## src/sv/lwq_pkg.sv

```systemverilog
// Package for the liveness window qualifier.
// Holds the item and result types, command and action codes and register indexes.
// No dependencies; every other file imports it.
package lwq_pkg;

  localparam int CFG_W     = 6;
  localparam int CFG_IDX_W = 2;

  // Command codes of an input item.
  localparam logic [1:0] CMD_FRAME    = 2'd0;
  localparam logic [1:0] CMD_READY    = 2'd1;
  localparam logic [1:0] CMD_NO_FRAME = 2'd2;

  // Action codes of a result item.
  localparam logic [1:0] ACT_NONE     = 2'd0;
  localparam logic [1:0] ACT_FORWARD  = 2'd1;
  localparam logic [1:0] ACT_NO_FRAME = 2'd2;

  // Register indexes on the configuration port.
  localparam logic [CFG_IDX_W-1:0] REG_ENABLE    = 2'd0;
  localparam logic [CFG_IDX_W-1:0] REG_HIST_LEN  = 2'd1;
  localparam logic [CFG_IDX_W-1:0] REG_MIN_ALIVE = 2'd2;
  localparam logic [CFG_IDX_W-1:0] REG_MAX_LOST  = 2'd3;

  // Register values after reset.
  localparam logic             RST_ENABLE    = 1'b1;
  localparam logic [CFG_W-1:0] RST_HIST_LEN  = 6'd11;
  localparam logic [CFG_W-1:0] RST_MIN_ALIVE = 6'd5;
  localparam logic [CFG_W-1:0] RST_MAX_LOST  = 6'd2;

  typedef struct packed {
    logic [1:0] command;
    logic       face_valid;
    logic       check_ok;
    logic       live;
  } item_t;

  typedef struct packed {
    logic [1:0] action;
    logic       frame_done;
    logic       alive;
  } result_t;

  // Thresholds handed to the window judge.
  typedef struct packed {
    logic [CFG_W-1:0] min_alive;
    logic [CFG_W-1:0] max_lost;
  } judge_cfg_t;

endpackage

```

## src/sv/liveness_window_qualifier_top.sv

```systemverilog
// Top level of the liveness window qualifier: channels, configuration
// registers, verdict window, forwarding flags and the result register.
// Depends on lwq_pkg and lwq_judge.
//
//  Channel   Signals                            Direction  Transfer when
//  item      item_valid, item_stall, item       in         item_valid && !item_stall
//  result    result_valid, result_stall, result out        result_valid && !result_stall
//  config    cfg_valid, cfg_ready, cfg_index,   in         cfg_valid && cfg_ready
//            cfg_data
//
// An item that adds no verdict has its result ready for transfer in the cycle
// after its own transfer. An item that adds a verdict waits for the judge, which
// walks the window fill after the append (up to WINDOW_DEPTH entries) one entry per
// cycle. The next item can transfer in the cycle after the result transfer.
// Reset (rst, synchronous) empties the window, clears both forwarding flags and
// restores the register defaults. The block takes one item at a time: item_stall
// stays high from the transfer in until its result has been transferred out.
module liveness_window_qualifier_top #(
  parameter int WINDOW_DEPTH = 32
) (
  input  logic                             clk,
  input  logic                             rst,
  input  logic                             item_valid,
  output logic                             item_stall,
  input  lwq_pkg::item_t                   item,
  output logic                             result_valid,
  input  logic                             result_stall,
  output lwq_pkg::result_t                 result,
  input  logic                             cfg_valid,
  output logic                             cfg_ready,
  input  logic [lwq_pkg::CFG_IDX_W-1:0]    cfg_index,
  input  logic [lwq_pkg::CFG_W-1:0]        cfg_data
);
  import lwq_pkg::*;

  localparam int FILL_W = $clog2(WINDOW_DEPTH + 1);
  localparam int CMP_W  = ((FILL_W > CFG_W) ? FILL_W : CFG_W) + 1;

  localparam logic [1:0] S_IDLE  = 2'd0;
  localparam logic [1:0] S_JUDGE = 2'd1;
  localparam logic [1:0] S_OUT   = 2'd2;

  // Configuration registers. Writes are always taken.
  logic             enable;
  logic [CFG_W-1:0] hist_len;
  logic [CFG_W-1:0] min_alive;
  logic [CFG_W-1:0] max_lost;

  assign cfg_ready = 1'b1;

  always_ff @(posedge clk) begin
    if (rst) begin
      enable    <= RST_ENABLE;
      hist_len  <= RST_HIST_LEN;
      min_alive <= RST_MIN_ALIVE;
      max_lost  <= RST_MAX_LOST;
    end else if (cfg_valid && cfg_ready) begin
      unique case (cfg_index)
        REG_ENABLE:    enable    <= cfg_data[0];
        REG_HIST_LEN:  hist_len  <= cfg_data;
        REG_MIN_ALIVE: min_alive <= cfg_data;
        REG_MAX_LOST:  max_lost  <= cfg_data;
        default: ;
      endcase
    end
  end

  // Sequencer and state.
  logic [1:0]              state;
  logic [WINDOW_DEPTH-1:0] window;
  logic [FILL_W-1:0]       fill;
  logic                    downstream_ready;
  logic                    data_pending;
  logic                    judge_start;
  logic                    judge_done;
  logic                    judge_alive;
  judge_cfg_t              judge_cfg;

  logic item_xfer;
  logic result_xfer;

  assign item_stall   = (state != S_IDLE);
  assign result_valid = (state == S_OUT);
  assign item_xfer    = item_valid && !item_stall;
  assign result_xfer  = result_valid && !result_stall;

  // The window is a shift line; entry 0 is the newest verdict.
  logic [WINDOW_DEPTH:0] shifted;
  logic [CMP_W-1:0]      cap;
  logic [CMP_W-1:0]      fill_inc;
  logic [FILL_W-1:0]     fill_next;

  assign shifted = {window, item.live};

  // Capacity is the history length minus one, floored at zero and capped at the depth.
  always_comb begin
    cap = (hist_len == '0) ? '0 : CMP_W'(hist_len) - CMP_W'(1);
    if (cap > CMP_W'(WINDOW_DEPTH)) begin
      cap = CMP_W'(WINDOW_DEPTH);
    end
    fill_inc = (CMP_W'(fill) < CMP_W'(WINDOW_DEPTH)) ? CMP_W'(fill) + CMP_W'(1)
                                                      : CMP_W'(fill);
    fill_next = (fill_inc > cap) ? FILL_W'(cap) : FILL_W'(fill_inc);
  end

  // Decode of an accepted item.
  logic       push;
  logic [1:0] action_next;
  logic       done_next;
  logic       ready_next;
  logic       pending_next;

  always_comb begin
    push         = 1'b0;
    action_next  = ACT_NONE;
    done_next    = 1'b0;
    ready_next   = downstream_ready;
    pending_next = data_pending;
    unique case (item.command)
      CMD_FRAME: begin
        done_next = 1'b1;
        if (!enable) begin
          action_next = ACT_FORWARD;
        end else if (item.face_valid) begin
          if (item.check_ok) begin
            push = 1'b1;
            if (downstream_ready) begin
              ready_next   = 1'b0;
              pending_next = 1'b0;
              action_next  = ACT_FORWARD;
            end else begin
              pending_next = 1'b1;
            end
          end else if (downstream_ready && data_pending) begin
            ready_next   = 1'b0;
            pending_next = 1'b0;
            action_next  = ACT_FORWARD;
          end else begin
            action_next = ACT_NO_FRAME;
          end
        end
      end
      CMD_READY:    ready_next  = 1'b1;
      CMD_NO_FRAME: action_next = ACT_NO_FRAME;
      default: ;
    endcase
  end

  always_ff @(posedge clk) begin
    if (rst) begin
      state            <= S_IDLE;
      window           <= '0;
      fill             <= '0;
      downstream_ready <= 1'b0;
      data_pending     <= 1'b0;
      judge_start      <= 1'b0;
    end else begin
      judge_start <= 1'b0;
      unique case (state)
        S_IDLE: begin
          if (item_xfer) begin
            downstream_ready <= ready_next;
            data_pending     <= pending_next;
            if (push) begin
              window      <= shifted[WINDOW_DEPTH-1:0];
              fill        <= fill_next;
              judge_start <= 1'b1;
              state       <= S_JUDGE;
            end else begin
              state <= S_OUT;
            end
          end
        end
        S_JUDGE: begin
          if (judge_done) begin
            state <= S_OUT;
          end
        end
        S_OUT: begin
          if (result_xfer) begin
            state <= S_IDLE;
          end
        end
        default: state <= S_IDLE;
      endcase
    end
  end

  // The result register is loaded on the item transfer; alive follows from the judge.
  always_ff @(posedge clk) begin
    if (state == S_IDLE && item_xfer) begin
      result.action     <= action_next;
      result.frame_done <= done_next;
      result.alive      <= 1'b0;
    end else if (state == S_JUDGE && judge_done) begin
      result.alive <= judge_alive;
    end
  end

  assign judge_cfg.min_alive = min_alive;
  assign judge_cfg.max_lost  = max_lost;

  lwq_judge #(
    .WINDOW_DEPTH(WINDOW_DEPTH)
  ) u_judge (
    .clk    (clk),
    .rst    (rst),
    .start  (judge_start),
    .window (window),
    .fill   (fill),
    .cfg    (judge_cfg),
    .done   (judge_done),
    .alive  (judge_alive)
  );

  // The fill count never exceeds the window depth.
  assert property (@(posedge clk) disable iff (rst)
    CMP_W'(fill) <= CMP_W'(WINDOW_DEPTH))
    else $error("window fill exceeds depth");

  // The judge only finishes while the sequencer waits for it.
  assert property (@(posedge clk) disable iff (rst)
    judge_done |-> (state == S_JUDGE))
    else $error("judge finished outside the judge phase");

  // A verdict can only be judged alive for a frame event.
  assert property (@(posedge clk) disable iff (rst)
    (result_valid && result.alive) |-> result.frame_done)
    else $error("alive set without a frame event");

  // A judge start always follows an item transfer that appended a verdict.
  assert property (@(posedge clk) disable iff (rst)
    judge_start |-> $past(item_xfer && push))
    else $error("judge started without an appended verdict");

  // Forwarding a frame while enabled always clears the downstream-ready flag.
  assert property (@(posedge clk) disable iff (rst)
    (item_xfer && item.command == CMD_FRAME && enable && action_next == ACT_FORWARD)
      |=> !downstream_ready)
    else $error("downstream ready left set after forwarding");

endmodule

```

## src/sv/lwq_judge.sv

```systemverilog
// Window judge of the liveness window qualifier: walks the verdict window
// from the oldest entry to the newest, one entry per cycle. Depends on lwq_pkg.
module lwq_judge #(
  parameter int WINDOW_DEPTH = 32
) (
  input  logic                                          clk,
  input  logic                                          rst,
  input  logic                                          start,
  input  logic [WINDOW_DEPTH-1:0]                       window,
  input  logic [$clog2(WINDOW_DEPTH+1)-1:0]             fill,
  input  lwq_pkg::judge_cfg_t                           cfg,
  output logic                                          done,
  output logic                                          alive
);
  import lwq_pkg::*;

  localparam int FILL_W = $clog2(WINDOW_DEPTH + 1);
  localparam int IDX_W  = (WINDOW_DEPTH > 1) ? $clog2(WINDOW_DEPTH) : 1;
  localparam int CMP_W  = ((FILL_W > CFG_W) ? FILL_W : CFG_W) + 1;

  localparam logic [1:0] J_IDLE   = 2'd0;
  localparam logic [1:0] J_WALK   = 2'd1;
  localparam logic [1:0] J_FINISH = 2'd2;

  logic [1:0]        state;
  logic [FILL_W-1:0] k;
  logic [FILL_W-1:0] live_count;
  logic [FILL_W-1:0] run;
  logic [FILL_W-1:0] worst;
  logic [IDX_W-1:0]  idx;
  logic              bit_live;

  assign idx      = IDX_W'(k - FILL_W'(1));
  assign bit_live = window[idx];

  always_ff @(posedge clk) begin
    if (rst) begin
      state <= J_IDLE;
    end else begin
      unique case (state)
        J_IDLE: begin
          if (start) begin
            state <= J_WALK;
          end
        end
        J_WALK: begin
          if (k == '0) begin
            state <= J_FINISH;
          end
        end
        J_FINISH: state <= J_IDLE;
        default:  state <= J_IDLE;
      endcase
    end
  end

  // One entry per cycle: a live entry closes the current run of lost ones.
  always_ff @(posedge clk) begin
    if (state == J_IDLE) begin
      k          <= fill;
      live_count <= '0;
      run        <= '0;
      worst      <= '0;
    end else if (state == J_WALK && k != '0) begin
      k <= k - FILL_W'(1);
      if (bit_live) begin
        live_count <= live_count + FILL_W'(1);
        run        <= '0;
        if (run > worst) begin
          worst <= run;
        end
      end else begin
        run <= run + FILL_W'(1);
      end
    end
  end

  assign done  = (state == J_FINISH);
  assign alive = (CMP_W'(fill) >= CMP_W'(cfg.min_alive)) &&
                 (CMP_W'(live_count) >= CMP_W'(cfg.min_alive)) &&
                 (CMP_W'(worst) <= CMP_W'(cfg.max_lost));

endmodule

```

## config.mk

```make
export PLATFORM = sky130hd
export DESIGN_NAME = liveness_window_qualifier_top
export DESIGN_NICKNAME = d
export VERILOG_FILES = /design/src/sv/lwq_pkg.sv /design/src/sv/liveness_window_qualifier_top.sv /design/src/sv/lwq_judge.sv
export SDC_FILE = /design/constraint.sdc
export NUM_CORES = 1
export LEC_CHECK = 0
export BUFFER_PORTS_ARGS = -buffer_cell sky130_fd_sc_hd__buf_2
export CAP_MARGIN = 25
export CORE_MARGIN = 4
export CORE_UTILIZATION = 25
export CTS_CLUSTER_DIAMETER = 50
export DETAILED_ROUTE_END_ITERATION = 8
export PLACE_DENSITY = 0.41
export SYNTH_ARGS = -nofsm -noshare
export SYNTH_HDL_FRONTEND = slang
export SYNTH_HIERARCHICAL = 1
export SYNTH_SLANG_ARGS = --single-unit
```

## constraint.sdc

```tcl
create_clock -name clk -period 3.55 [get_ports clk]
set_input_delay 0.5325 -clock clk [delete_from_list [all_inputs] [get_ports clk]]
set_output_delay 0.5325 -clock clk [all_outputs]
set_load 0.1 [all_outputs]
```

# Word level (Yosys, flattened, before mapping)
# Cells that the tools add are included.
[word_totals]
out_inout_bits = 7
elab_cells = 119
inputBits = 18
ff_bits = 92
[op_classes]
n_bitwise = 2
addsub = 5
order_cmp = 8
n_eq_ne = 17
reduce_logical = 33
mux = 36
[op_table]
columns = ["operator", "n"]
rows = [
  ["$mux W6", 4],
  ["$mux W7", 3],
  ["$mux W2", 10],
  ["$mux W1", 14],
  ["$add A6 B1 Y6 const B", 2],
  ["$ge A6 B6 Y1", 2],
  ["$logic_not A6 Y1", 2],
  ["$reduce_and A2 Y1", 6],
  ["$reduce_and A6 Y1", 2],
  ["$eq A2 B2 Y1 const B", 5],
  ["$ne A2 B2 Y1 const B", 5],
  ["$reduce_and A3 Y1", 3],
  ["$eq A2 B1 Y1 const B", 4],
  ["$logic_and A1 B1 Y1", 8],
  ["$logic_not A2 Y1", 4],
  ["$pmux W2 S2", 2],
  ["$reduce_bool A2 Y1", 4],
  ["$add A6 B1 Y7 const B", 1],
  ["$gt A7 B6 Y1 const B", 1],
  ["$gt A7 B7 Y1", 1],
  ["$sub A6 B1 Y7 const B", 1],
  ["$gt A6 B6 Y1", 1],
  ["$le A6 B6 Y1", 1],
  ["$lt A5 B6 Y1 const B", 1],
  ["11 further kinds", 14],
]

# Longest topological paths before layout
# Gate-level depths: netlist of run 1.
[logic_depth]
word_depth = 7
mapped_depth = 13
depth_no_buf = 13

# By module
# The synthesis of run 1 kept the hierarchy.
[by_module_without_submodules]
columns = ["module", "cells_each", "instances", "seq_area_each_um2", "area_per_inst_um2"]
rows = [
  ["liveness_window_qualifier_top", 362, 1, 1351.3, 3047.9],
  ["lwq_judge", 244, 1, 580.6, 2117.0],
]

# Least setup slack after synthesis of run 1
# OpenSTA, ideal clock, no wires.
[synth_timing]
path_type = "register -> register"
start = "register hist_len[0]"
end = "register fill[4]"
n_path_buf = 1
setup_ns = 0.091
t_arrival_ns = 2.836
setup_slack_ns = 0.623
period_less_slack_ns = 2.927
stages_incl_launch_ff = 14
required_time_ns = 3.459
path_cell_list = "dfxtp_1 -> inv_1 -> ha_1 -> clkbuf_1 -> nor2_1 -> nand2_1 -> a2111oi_0 -> o221ai_1 -> ha_1 -> and4_1 -> a21boi_4 -> o31ai_1 -> nand2_1 -> a311oi_1"
[synth_between]
elab_chain_len = 6
elab_cells_between_ends = 7
classes_between = "1 x add/sub; 2 x order compare; 3 x mux; 1 x reduce/logical"
[synth_rtl]
columns = ["item", "line_no", "text"]
rows = [
  ["start: declaration", "liveness_window_qualifier_top.sv:45", "logic [CFG_W-1:0] hist_len;"],
  ["start signal: assignment", "liveness_window_qualifier_top.sv:60", "REG_HIST_LEN: hist_len <= cfg_data;"],
  ["$sub A6 B1 Y7 / $logic_not A6 Y1 (equally long branches)", "liveness_window_qualifier_top.sv:97", "cap = (hist_len == '0) ? '0 : CMP_W'(hist_len) - CMP_W'(1);"],
  ["$mux W7 *", "liveness_window_qualifier_top.sv:97", ""],
  ["$gt A7 B6 Y1", "liveness_window_qualifier_top.sv:98", "if (cap > CMP_W'(WINDOW_DEPTH)) begin"],
  ["$mux W7 *", "liveness_window_qualifier_top.sv:98", ""],
  ["$gt A7 B7 Y1", "liveness_window_qualifier_top.sv:103", "fill_next = (fill_inc > cap) ? FILL_W'(cap) : FILL_W'(fill_inc);"],
  ["$mux W6 *", "liveness_window_qualifier_top.sv:103", ""],
  ["end signal: assignment", "liveness_window_qualifier_top.sv:166", "fill <= fill_next;"],
  ["end: declaration", "liveness_window_qualifier_top.sv:71", "logic [FILL_W-1:0] fill;"],
]
# Every way passes the cells marked *; elsewhere a longest branch is shown, timed or not.
# A chain may end at the register's enable or synchronous reset.

# Worst setup path after layout of run 1
[layout_timing]
start = "register hist_len[0]"
end = "register fill[1]"
# The elaborated chain is that of the path after synthesis.

==> results of run 1 <==
-- cell type report --
cell class	count	share of cell area
Multi-Input combinational cell	457	0.505
Sequential cell	92	0.327
Tap cell	270	0.0572
Clock buffer	12	0.0489
Timing Repair Buffer	32	0.0331
Inverter	30	0.0191
Clock inverter	4	0.00975
-- critical path, stage by stage, from the launching register on --
cell and delay (ns):
dfxtp_1 0.39, inv_1 0.10, ha_1 0.30, nor2_1 0.12, nand2_1 0.06, a2111oi_0 0.35
o221ai_1 0.23, ha_1 0.31, and4_1 0.25, a21boi_4 0.24, o31a_1 0.34, o221ai_1 0.18
nor3_1 0.23
-- power breakdown --
group          internal, mW  switching [mW]  total (mW)
combinational        0.0708           0.138       0.209
sequential             1.06          0.0154        1.08
clock                 0.658           0.424        1.08
-- sequential cells by signal, summed over array words and instances, names as in the netlist, 2 cells and up --
register and cells:
min_alive 6, u_judge/state 2, u_judge/k 6, max_lost 6
hist_len 6, result 4, state 2, u_judge/live_count 6
u_judge/worst 6, fill 6, window 32, u_judge/run 6
-- metrics by stage --
stage,instances,area [um2]
detailed placement,881,5560
global placement,881,5560
finish,897,5910
global route,897,5910
CTS,897,5900
floorplan,607,5170
-- placed cells by master, fill, tap and decap left out, drive strengths merged, types with 8 or more instances in the layout --
cell / instances
mux2i: 24
inv: 30
mux2: 14
buf: 32
dfxtp: 83
nor2b: 8
a21oi: 53
nor3: 9
o21ai: 28
clkbuf: 12
nor2: 37
xor2: 8
nand3: 26
ha: 38
nand2: 104
edfxtp: 9
-- repair_timing --
item | in CTS | in global routing
endpoints found under the hold margin | 0 | 0
setup endpoints to repair | 0 | 1
gates resized for setup | 0 | 1
-- metal layers --
layer  vias up  global-route usage  wire, um
met3        12              0.0277       495
met4         0              0.0296       152
met5         -                   0         0
met1      1980               0.149      6080
li1       2174                   -         -
met2        59               0.175      5440
-- final timing paths --
kind / from / endpoint / slack [ns] / cells after the start
worst min register to register: window[31] / window[31] / 0.47 / 2
worst max-delay path: hist_len[0] / fill[1] / 0.37 / 12
worst max register to register: hist_len[0] / fill[1] / 0.37 / 12
worst min-delay path: item[0] / window[0] / 0.42 / 3
-- kinds of logic after synthesis --
logic type                 count (synthesis)  synth area share
adders and majority gates                 38            0.0921
AOI/OAI and AO/OA                        138             0.171
muxes                                     38            0.0770
and+or+nand+nor                          227             0.211
DFF                                       92             0.374
xor gates and xnor gates                  13            0.0235
buffers and inverters                     58            0.0501
other                                      2           0.00145
==> flow_metrics.py, run 1 <==
metrics = {
    "floorplanning": {
        "start_util": 0.254,
        "fp.coreArea_mm2": 0.0203,
        "boundaryPins": 25,
        "placementRows": 52,
        "die_h_um": 152,
        "die_w_um": 152,
        "dieArea_mm2": 0.0230,
    },
    "final_layout": {
        "antenna_cells": 0,
        "fin_util": 0.291,
        "fillCellCount": 2215,
        "multi_input_area_mm2": 0.00298,
        "fin_nets": 678,
        "register_area_mm2": 0.00193,
        "syn_to_final_growth_pct": 14.3,
        "layout-drive-gt1-share": 0.129,
    },
    "clock_network": {
        "clock_latency_ns": 0.35,
        "root_buffer": "clkbuf_16",
        "cts-buffers-inserted": 9,
        "cts.sinks": 92,
        "path_clk_slew_ns": 0.07,
        "cts_tree": "built",
        "cts_setup_buffers": 0,
        "hold_buffers": 0,
        "cts.path.max_buffers": 2,
        "cts_max_level": 3,
    },
    "synth": {
        "netlist.top_cell.by_area": "dfxtp_1",
        "ys_types": 72,
        "ys_top_cells_by_area": "dfxtp_1 32%, ha_1 9.2%, nand2_1 7.5%",
        "synth_top_cells_by_count": "103 x nand2_1, 83 x dfxtp_1, 53 x a21oi_1",
        "postSynthAreaPerCell_um2": 8.52,
        "synth_warnings": 6,
        "synth-main-ff-cell": "dfxtp_1",
        "postSynthCellCount": 606,
        "ys_seq_elements": 92,
        "ys_async_sr_fraction": 0,
        "yosysSeqAreaShare": 0.374,
        "synth_edf_count": 9,
        "synth_top_area_frac": 0.322,
        "yosysMostFrequentCell": "nand2_1",
        "synth_area_mm2": 0.00516,
    },
    "sta": {
        "rsz0062_at_grt": "no",
        "fmax_mhz": 314,
        "skew_ns": 0.0113,
        "setup_slack_ns": 0.365,
        "setup_violations": 0,
        "finalSetupTns_ns": 0,
        "max_slew_margin": 0.385,
        "period_needed_ns": 3.18,
        "worstMarginPinSlew_ns": 0.919,
        "hold_slack_ns": 0.421,
        "hold_violations": 0,
        "drv_slew": 0,
        "fin_crit_sh": 0.897,
    },
    "global_route": {
        "grt_overflow": 0,
        "grt_antenna_before_repair": 0,
        "grt_max_degree": 39,
        "grt_pass1_vias": 3967,
        "grt_use_total": 0.110,
        "grt_pass1_wl_um": 20200,
    },
    "pwr": {
        "total_power_mw": 2.37,
        "p_leak_nw": 2.33,
        "peakVddDrop_uv": 215,
        "p_per_area_mw_per_mm2": 401,
    },
    "job": {
        "max_cap_violations": 0,
    },
    "drt": {
        "via_per_inst": 4.71,
        "drc": 0,
        "drt_iter0_drc": 206,
        "wl_per_cell_um": 13.6,
        "wl_um": 12200,
        "ant_nets": 0,
        "vias": 4225,
        "drt_first_pass_iters": 4,
    },
    "critical_path": {
        "crit_type": "reg -> reg",
        "cp.arrival_ns": 3.44,
        "cp.required_ns": 3.81,
        "cp_max_fo": 8,
        "endpoint_kind": "register",
        "worst_setup_path_start_kind": "register",
    },
    "placed_design": {
        "place_ws_ns": 0.275,
        "io_buffers": 23,
        "place_congestion": 0.772,
        "hpwl_um": 8990,
    },
    "worst_hold_path": {
        "hold_class": "in -> reg",
    },
    "status": {
        "status": "completed",
    },
}
Power figures use the tool's default switching activity.
==> inputs of run 2 (changes only) <==
--- a/config.mk
+++ b/config.mk
@@ -11,7 +11,6 @@
 export CORE_UTILIZATION = 25
 export CTS_CLUSTER_DIAMETER = 50
 export DETAILED_ROUTE_END_ITERATION = 8
-export PLACE_DENSITY = 0.41
 export SYNTH_ARGS = -nofsm -noshare
 export SYNTH_HDL_FRONTEND = slang
 export SYNTH_HIERARCHICAL = 1
==> run 2 against run 1 <==
Flip-flop and latch count unchanged. Critical path depth fell by 1. Register-to-register slack worse by 0.06 ns. Global-route usage down 0.74 points. Wire length fell by 6.3%. Largest power group unchanged. Critical path type unchanged. Sequential power about the same. Total power shrank 6.9%.
==> flow_metrics.py, run 2 (same netlist as run 1, synthesis figures left out) <==
metrics = {
    "pwr": {
        "pwr-share-seq": 0.489,
        "power_frac_comb": 0.093,
        "p_sw_mw": 0.559,
        "power_frac_clock": 0.418,
        "internal_power_mw": 1.64,
        "p_per_area_mw_per_mm2": 379,
        "peakVddDrop_uv": 343,
        "p_leak_nw": 2.30,
        "total_power_mw": 2.20,
        "sw_frac_of_total": 0.254,
    },
    "placed_design": {
        "io_buffers": 23,
        "place_congestion": 0.821,
        "hpwl_um": 8360,
        "placed_area_mm2": 0.00554,
    },
    "sta": {
        "max_slew_margin": 0.404,
        "worstMarginPinSlew_ns": 0.891,
        "setup_violations": 0,
        "hold_violations": 0,
        "rsz0062_at_grt": "no",
        "drv_slew": 0,
        "hold_slack_ns": 0.436,
        "period_needed_ns": 3.24,
        "skew_ns": 0.00476,
        "fin_crit_sh": 0.913,
        "fmax_mhz": 308,
        "finalSetupTns_ns": 0,
    },
    "drt": {
        "wl_um": 11400,
        "wl_per_cell_um": 12.7,
        "ant_nets": 0,
        "drt_iter0_drc": 241,
        "vias": 4245,
        "drt_first_pass_iters": 4,
        "drc": 0,
        "via_per_inst": 4.74,
    },
    "final_layout": {
        "largest_reg_flops": 32,
        "mostFrequentLayoutCells": "103 x nand2_1, 83 x dfxtp_1, 53 x a21oi_1, 38 x ha_1, 35 x nor2_1",
        "final_area_mm2": 0.00582,
        "antenna_cells": 0,
        "syn_to_final_growth_pct": 12.7,
        "register_area_mm2": 0.00193,
        "top_register": "window",
        "layout-drive-gt1-share": 0.126,
        "multi_input_area_mm2": 0.00298,
        "fin_nets": 677,
        "layout_commonest_cell": "nand2_1",
        "fin_util": 0.287,
        "fillCellCount": 2193,
    },
    "floorplanning": {
        "die_w_um": 152,
        "die_h_um": 152,
        "boundaryPins": 25,
        "dieArea_mm2": 0.0230,
        "placementRows": 52,
        "start_util": 0.254,
        "fp.coreArea_mm2": 0.0203,
    },
    "critical_path": {
        "crit_path_frequent_cell": "ha_1",
        "crit_chain": "inv_1, ha_1, o211a_1, o21ai_1, o221ai_1, ha_1, and4_1, a21boi_4, o31a_1, nand3_1, a311oi_1",
        "endpoint_kind": "register",
        "worst_setup_path_start_kind": "register",
        "worst_path_max_delay_cell": "dfxtp_1",
        "max_stage_delay_ns": 0.39,
        "cp.required_ns": 3.80,
        "cp.arrival_ns": 3.49,
        "crit_type": "reg -> reg",
        "cp_max_fo": 8,
    },
    "global_route": {
        "grt_use_total": 0.103,
        "grt_max_degree": 37,
        "grt_pass1_wl_um": 19200,
        "grt_pass1_vias": 3919,
        "grt_overflow": 0,
        "grt_antenna_before_repair": 1,
    },
    "job": {
        "max_cap_violations": 0,
    },
    "clock_network": {
        "hold_buffers": 0,
        "cts_max_level": 3,
        "cts_setup_buffers": 0,
        "post_cts_resize_count": 0,
        "cts.path.max_buffers": 2,
        "cts.sinks": 92,
        "cts_tree": "built",
        "clock_latency_ns": 0.34,
        "cts-buffers-inserted": 9,
        "path_clk_slew_ns": 0.06,
        "root_buffer": "clkbuf_16",
    },
    "status": {
        "status": "completed",
    },
    "worst_hold_path": {
        "hold_class": "in -> reg",
    },
}
## run 2: final timing paths
check	start	to	slack, ns	cells past startpoint
min reg2reg	window[31]	window[31]	0.46	2
max	hist_len[0]	fill[4]	0.31	11
max reg2reg	hist_len[0]	fill[4]	0.31	11
min	item[0]	window[0]	0.44	3
## run 2: layer usage
layer	wire length [um]	GRT usage	up-vias
li1	-	-	2177
met1	5700	0.139	2007
met2	5220	0.165	51
met3	344	0.0250	10
met4	127	0.0270	0
met5	0	0	-
## run 2: critical path: cells and delay by family (launching register included)
kind            cells  cell delay (ns)
compound gates      6             1.69
fa+ha+maj           2             0.61
buf+inv             1             0.10
flops               1             0.39
simple gates        2             0.37
## run 2: cell type report
| class | instances | area share |
|---|---|---|
| multi-input combinational | 457 | 0.511 |
| clock buffer | 11 | 0.0434 |
| clock inverter | 5 | 0.00602 |
| timing repair buffer | 31 | 0.0301 |
| sequential | 92 | 0.332 |
| tap | 270 | 0.0580 |
| inverter | 30 | 0.0193 |
## run 2: power groups by stage
stage / Sequential, mW / Combinational (mW) / Clock (mW)
2_1_floorplan: 1.11 / 0.143 / 0
3_5_place_dp: 1.10 / 0.205 / 0
3_3_place_gp: 1.10 / 0.204 / 0
4_1_cts: 1.08 / 0.206 / 0.952
5_1_grt: 1.08 / 0.228 / 0.994
6_report: 1.08 / 0.206 / 0.921
## run 2: metrics by stage
stage	cells	setup WS (ns)
global placement	880	0.479
floorplan	607	0.623
global route	896	0.0155
finish	896	0.308
CTS	896	0.370
detailed placement	880	0.390
